[src/mf3_pkg.sv]
// ----------------------------------------------------------------------------
// mf3_pkg
// Types, widths, register indexes and the 3-value sorter shared by the
// 3x3 median filter modules.
// ----------------------------------------------------------------------------
package mf3_pkg;

  localparam int PIX_W      = 8;
  localparam int ROW_W      = 16;
  localparam int COL_OUT_W  = 10;
  localparam int CFG_W_W    = 11;
  localparam int CFG_DATA_W = 16;
  localparam int CFG_IDX_W  = 1;
  localparam int WIN_SIZE   = 9;
  localparam int MIN_DIM    = 3;

  localparam logic [CFG_IDX_W-1:0] REG_IMAGE_WIDTH  = 1'b0;
  localparam logic [CFG_IDX_W-1:0] REG_IMAGE_HEIGHT = 1'b1;

  localparam logic [CFG_W_W-1:0] WIDTH_RESET  = 11'd1024;
  localparam logic [ROW_W-1:0]   HEIGHT_RESET = 16'd1024;

  typedef logic [PIX_W-1:0] pix_t;

  // window layout: three rows of three, oldest column first in each row
  typedef pix_t [WIN_SIZE-1:0] win_t;

  typedef struct packed {
    pix_t lo;
    pix_t md;
    pix_t hi;
  } sort3_t;

  // sideband that rides along with a result request
  typedef struct packed {
    logic [ROW_W-1:0]     row;
    logic [COL_OUT_W-1:0] col;
    logic                 last;
  } meta_t;

  function automatic sort3_t sort3(pix_t a, pix_t b, pix_t c);
    pix_t   lo1;
    pix_t   hi1;
    pix_t   m;
    sort3_t s;
    lo1  = (a < b) ? a : b;
    hi1  = (a < b) ? b : a;
    s.hi = (hi1 > c) ? hi1 : c;
    m    = (hi1 > c) ? c : hi1;
    s.lo = (lo1 < m) ? lo1 : m;
    s.md = (lo1 < m) ? m : lo1;
    return s;
  endfunction

endpackage

[src/mf3_median.sv]
// ----------------------------------------------------------------------------
// mf3_median
// Three-stage median-of-nine pipeline: sort each window row, take the
// max of the lows, median of the mids and min of the highs, then the
// median of those three. The last stage is the output register.
// ----------------------------------------------------------------------------
module mf3_median (
  input  logic           clk,
  input  logic           rst_n,
  input  logic           adv,
  input  logic           in_valid,
  input  mf3_pkg::win_t  in_win,
  input  mf3_pkg::meta_t in_meta,
  output logic           out_valid,
  output mf3_pkg::pix_t  out_median,
  output mf3_pkg::meta_t out_meta
);
  import mf3_pkg::*;

  logic   c_valid_r;
  sort3_t c_row0_r;
  sort3_t c_row1_r;
  sort3_t c_row2_r;
  meta_t  c_meta_r;

  logic   d_valid_r;
  pix_t   d_lo_r;
  pix_t   d_mid_r;
  pix_t   d_hi_r;
  meta_t  d_meta_r;

  logic   e_valid_r;
  pix_t   e_median_r;
  meta_t  e_meta_r;

  sort3_t lows;
  sort3_t mids;
  sort3_t highs;
  sort3_t last3;

  always_comb begin
    lows  = sort3(c_row0_r.lo, c_row1_r.lo, c_row2_r.lo);
    mids  = sort3(c_row0_r.md, c_row1_r.md, c_row2_r.md);
    highs = sort3(c_row0_r.hi, c_row1_r.hi, c_row2_r.hi);
    last3 = sort3(d_lo_r, d_mid_r, d_hi_r);
  end

  always_ff @(posedge clk) begin
    if (!rst_n) begin
      c_valid_r <= 1'b0;
      d_valid_r <= 1'b0;
      e_valid_r <= 1'b0;
    end else if (adv) begin
      c_valid_r <= in_valid;
      d_valid_r <= c_valid_r;
      e_valid_r <= d_valid_r;
    end
  end

  always_ff @(posedge clk) begin
    if (adv) begin
      c_row0_r   <= sort3(in_win[0], in_win[1], in_win[2]);
      c_row1_r   <= sort3(in_win[3], in_win[4], in_win[5]);
      c_row2_r   <= sort3(in_win[6], in_win[7], in_win[8]);
      c_meta_r   <= in_meta;
      d_lo_r     <= lows.hi;
      d_mid_r    <= mids.md;
      d_hi_r     <= highs.lo;
      d_meta_r   <= c_meta_r;
      e_median_r <= last3.md;
      e_meta_r   <= d_meta_r;
    end
  end

  assign out_valid  = e_valid_r;
  assign out_median = e_median_r;
  assign out_meta   = e_meta_r;

endmodule
[config.mk]
export PLATFORM = sky130hd
export DESIGN_NAME = mf3_median
export DESIGN_NICKNAME = d
export VERILOG_FILES = /design/src/mf3_pkg.sv /design/src/mf3_median.sv
export SDC_FILE = /design/constraint.sdc
export NUM_CORES = 1
export LEC_CHECK = 0
export ABC_CLOCK_PERIOD_IN_PS = 13900
export BUFFER_PORTS_ARGS = -buffer_cell sky130_fd_sc_hd__buf_2
export CORE_MARGIN = 1.5
export CORE_UTILIZATION = 55
export CTS_CLUSTER_SIZE = 40
export DETAILED_ROUTE_END_ITERATION = 6
export PLACE_DENSITY = 0.86
export SLEW_MARGIN = 10
export SYNTH_ARGS = -nofsm -noshare
export SYNTH_HDL_FRONTEND = slang
export SYNTH_SLANG_ARGS = --single-unit
[constraint.sdc]
create_clock -name clk -period 13.9 [get_ports clk]
set_clock_uncertainty 0.05 [all_clocks]
set_input_delay 4.17 -clock clk [delete_from_list [all_inputs] [get_ports clk]]
set_output_delay 4.17 -clock clk [all_outputs]
set_load 0.005 [all_outputs]
### Word level (Yosys, flattened, before mapping)

Cells that the tools add are included.

| storage, ports and cells | value |
|---|---|
| memories kept | 0 |
| latch bits | 0 |
| bits in read-only memories | 0 |
| RAM bits | 0 |
| bits of input ports | 103 |
| register bits after elaboration | 188 |
| output and inout port bits | 36 |

| operators by class | value |
|---|---|
| bitwise operators | 0 |
| shift operators | 0 |
| order comparisons | 20 |
| reductions and logical operators | 0 |
| multipliers | 0 |
| divide/modulo/power cells | 0 |
| equality and inequality tests | 0 |
| muxes and demuxes | 32 |
| add/subtract/negate cells | 0 |

Operators by type and width:

| operator | number |
|---|---|
| $mux W8 | 32 |
| $lt A8 B8 Y1 | 13 |
| $gt A8 B8 Y1 | 7 |

### Logic depth before layout (Yosys ltp)

| logic depth | value |
|---|---|
| depth after elaboration | 6 |
| gate-level depth with buffers | 28 |

### Worst setup path after synthesis

No wires, ideal clock.

| timing | value |
|---|---|
| kind | input-to-reg |
| from | input in_win[9] (netlist name) |
| to | register c_row0_r[9] (netlist name) (data pin) |
| buffers on the path | 4 |
| stages | 23 |
| setup slack | 4784 ps |
| arrival | 8800 ps |
| path through | inv_1 -> ha_1 -> a2111oi_4 -> nor2_1 -> nor2_2 -> buf_6 -> mux2_2 -> ha_1 -> nand4_1 -> nand2b_1 -> a21o_1 -> and2_1 -> inv_1 -> clkbuf_1 -> o21ai_0 -> ha_1 -> and4_1 -> o2111ai_1 -> a211o_1 -> nand4_1 -> buf_2 -> buf_2 -> o21ai_0 |

| on the way | value |
|---|---|
| cells in the longest elaborated chain, start to end | 6 |
| elaborated cells between the ends (all ways) | 7 |
| those cells by class | order compare: 3; mux: 4 |

RTL lines:

| what | line | RTL |
|---|---|---|
| start, declared | mf3_median.sv:12 | `input mf3_pkg::win_t in_win,` |
| $lt A8 B8 Y1 | mf3_pkg.sv:46, mf3_pkg.sv:47 |  |
| $mux W8 | mf3_pkg.sv:47 | `hi1 = (a < b) ? b : a;` |
| $gt A8 B8 Y1 | mf3_pkg.sv:49 | `m = (hi1 > c) ? c : hi1;` |
| $mux W8 | mf3_pkg.sv:49 |  |
| $lt A8 B8 Y1 | mf3_pkg.sv:51 | `s.md = (lo1 < m) ? m : lo1;` |
| $mux W8 * | mf3_pkg.sv:51 |  |
| end signal, assigned | mf3_median.sv:62 | `c_row0_r <= sort3(in_win[0], in_win[1], in_win[2]);` |
| end, declared | mf3_median.sv:21 | `sort3_t c_row0_r;` |

Every way passes the cells marked *; elsewhere a longest branch is shown, timed or not.
A chain may end at the register's enable or synchronous reset.

### Worst setup path after layout

| timing | value |
|---|---|
| from | input in_win[9] (netlist name) |
| to | register c_row0_r[16] (netlist name) (data pin) |

| on the way | value |
|---|---|
| cells in the longest elaborated chain, start to end | 6 |
| elaborated cells between the ends (all ways) | 7 |
| those cells by class | order compare: 3; mux: 4 |

RTL lines:

| what | line | RTL |
|---|---|---|
| $lt A8 B8 Y1 | mf3_pkg.sv:46, mf3_pkg.sv:47 |  |
| $mux W8 | mf3_pkg.sv:47 |  |
| $gt A8 B8 Y1 | mf3_pkg.sv:49 |  |
| $mux W8 | mf3_pkg.sv:49 |  |
| $lt A8 B8 Y1 | mf3_pkg.sv:50 | `s.lo = (lo1 < m) ? lo1 : m;` |
| $mux W8 * | mf3_pkg.sv:50 |  |

Marks and branches as above.

==> qor.yml <==
clock_power_share_pct: 16.0
regToRegStartpoint: "c_row0_r[9]$_DFFE_PP_"
ys_seq_area_share_pct: 44.5
cts_buffers: 17
intPower_mw: 1.80
tritoncts: "done"
yosysMostFrequentCell: "edfxtp_1"
endpoint: "c_row0_r[16]$_DFFE_PP_"
p_switching_mw: 1.39
synth_edf_count: 185
postRouteAntennaNets: 0
status: "complete, no violations"
hold_path_class: "register to register"
fin_crit_sh_pct: 73.7
drv_slew: 0
grt_pass1_vias: 9238
r2r_end: "d_mid_r[0]$_DFFE_PP_"
cp.required_ns: 14.04
cts_setup_buffers: 0
synth.area.top_cells: "edfxtp_1 (44%), ha_1 (15%), mux2i_1 (6.9%)"
cap_violations: 0
place_congestion: 0.925
period_minus_slack_ns: 10.24
crit_start: "in_win[9]"
grt_max_degree: 107
syn_area_per_cell_um2: 10.6
grt_overflow: 0
rrSetupSlack_ns: 6.33
port_buffers: 138
fp.dieW_um: 154
synth_fp_nets: 1440
h-tree-depth: 4
arrival_ns: 10.38
worstSetupPathType: "primary input to register"
power.leakage_nw: 6.51
slew_headroom_pct: 24.1
initial_core_util_pct: 55.9
ys_ff_latch: 188
synth.lib_cells_used.distinct: 67
worstMarginPinSlew_ns: 1.14
routed_wl_mm: 28.3
place_hpwl_mm: 21.6
drc: 0
critPathMaxFanout: 31
hold_start: "c_meta_r[0]$_DFFE_PP_"
yosysWarnings: 0
drt-initial-drc-count: 782
core_mm2: 0.0226
power_frac_comb_pct: 55.6
rsz0062_at_grt: "no"
wl_per_cell_um: 17.5
p_sw_share_pct: 43.6
vias_per_cell: 5.89
firstDrtPassIters: 5
area_growth_pct: 12.5
std_cell_rows: 55
grt_pass1_wl_mm: 45.5
syn_inst: 1190
vias: 9526
power.density_mw_per_mm2: 225
peakVddDrop_uv: 191
drive_above_1_share_pct: 18.1
synth_top_area_share_pct: 44.1
ctsLongestPathBuffers: 2
die_h_um: 154
io_pins: 139
finalNonFillerCells: 1617
synthArstFlopShare_pct: 0
yosys.area.top_type: "edfxtp_1"
cts_resized: 0
clk_pin_slew_worst_paths_ns: 0.08
antenna_found_initial: 0
crit_path_end_kind: "register"
grt_use_total_pct: 24.2
worstRegToRegCells: 19
max_freq_mhz: 97.6
setup-violations-final: 0
die_area_mm2: 0.0238
synth_flop_cell: "edfxtp_1"
mappedNetlistArea_mm2: 0.0126
diodes: 0
hold_buffers: 0
clk_latency_ns: 0.45
worst_setup_path_start_kind: "primary input"
ys_top_cells_by_count: "edfxtp_1 (185), ha_1 (147), inv_1 (146)"
clockRootBuffer: "clkbuf_16"
setup_tns_ns: 0
hold_viol: 0
cts.sinks: 188
final_net_count: 1569
placed_cells: 1585
seq_power_share_pct: 28.4
==> cells in the final DEF, fill, tap and decap left out, drive strengths merged, types with 3 or more instances in the layout <==
cell | netlist | layout
edfxtp | 185 | 185
inv | 146 | 154
ha | 147 | 147
buf | 17 | 141
nand2 | 105 | 105
o21ai | 105 | 105
mux2i | 87 | 87
a21oi | 78 | 78
nor2 | 70 | 70
mux2 | 47 | 47
a21o | 21 | 21
nand4 | 18 | 18
clkbuf | 14 | 17
nand3 | 16 | 16
nand2b | 12 | 12
nor3 | 11 | 11
nor2b | 11 | 11
o211ai | 10 | 10
a211oi | 7 | 7
clkinv | 0 | 7
a211o | 6 | 6
o21a | 6 | 6
and2 | 5 | 5
and4 | 4 | 4
or3 | 4 | 4
o41ai | 4 | 4
a2111o | 3 | 3
o2111ai | 3 | 3
o31a | 3 | 3
a221oi | 3 | 3
dfxtp | 3 | 3
a31oi | 3 | 3
o221ai | 3 | 3
a2111oi | 3 | 3
o31ai | 3 | 3
o21bai | 3 | 3
==> state kept, by name, indices dropped and copies added, names as in the netlist <==
name and flops:
d_valid_r 1, c_row2_r 24, c_row0_r 24, out_valid 1
out_median 8, c_meta_r 27, c_row1_r 24, out_meta 27
d_lo_r 8, d_hi_r 8, d_meta_r 27, d_mid_r 8
c_valid_r 1
==> power groups by stage <==
stage / sequential, mW / combinational, mW / clock (mW)
4_1_cts: 0.905 / 1.75 / 0.518
3_3_place_gp: 0.908 / 1.63 / 0
5_1_grt: 0.917 / 1.99 / 0.539
3_5_place_dp: 0.917 / 1.71 / 0
6_report: 0.906 / 1.78 / 0.512
2_1_floorplan: 0.886 / 1.33 / 0
==> routing by layer <==
metal,vias up,global-route usage [%],share of wire [%]
li1,4627,-,-
met1,4505,29.7,41
met2,316,42.4,51
met3,78,3.53,4.8
met4,0,10.9,3.7
met5,-,0,0
==> cell type report <==
cell class | instances | area [µm²]
clock inverters | 15 | 219
multi-input cells | 825 | 6310
fillers | 1704 | 8380
repair buffers | 141 | 719
flip-flops and latches | 188 | 5620
inverters | 146 | 548
well taps | 285 | 357
clock buffers | 17 | 425
==> how the worst min path moves through the flow <==
stage | to | slack, ns | depth (start not counted)
2_1_floorplan | d_meta_r[0]$_DFFE_PP_ | 0.35 | 0
3_3_place_gp | d_meta_r[21]$_DFFE_PP_ | 0.35 | 0
3_5_place_dp | out_meta[12]$_DFFE_PP_ | 0.35 | 0
4_1_cts | d_meta_r[0]$_DFFE_PP_ | 0.37 | 0
5_1_grt | d_meta_r[0]$_DFFE_PP_ | 0.37 | 0
6_report | d_meta_r[0]$_DFFE_PP_ | 0.37 | 0
==> worst max-delay path, stage by stage <==
cell	delay, ns
buf_2	0.10
inv_1	0.04
ha_1	0.32
a2111oi_4	0.37
nor2_1	0.15
nor2_2	0.64
mux2_2	0.44
ha_1	0.32
nand4_1	0.11
nand2b_1	0.15
a21o_1	0.17
and2_1	0.19
inv_1	0.53
o21ai_0	0.35
ha_1	0.38
and4_1	0.21
o2111ai_1	0.18
inv_1	0.07
o31ai_1	0.08
nand4_1	0.46
buf_4	0.39
nand3_1	0.10
o21ai_0	0.08
or3_1	0.36
==> kinds of logic (layout without fill, tap and decap cells) <==
group	count (synthesis)	after routing	synth area share, %
AOI/OAI and AO/OA	273	273	14.1
and+or+nand+nor	271	271	10.1
DFF	188	188	44.5
buffers and inverters	177	319	5.58
adders and majority gates	147	147	14.6
muxes	134	134	11.1
==> stage by stage <==
stage          worst slack [ns]  hold WS [ns]  power [mW]  util [%]  cell area (µm²)
6_report                   3.66         0.366        3.19      62.9            14200
5_1_grt                    3.14         0.371        3.45      62.9            14200
4_1_cts                    3.70         0.367        3.17      62.8            14200
3_5_place_dp               3.28         0.355        2.62      60.0            13500
3_3_place_gp               3.39         0.351        2.54      60.0            13500
2_1_floorplan              4.78         0.350        2.22         -            12600
No activity file was read; power rests on OpenSTA's default activity.
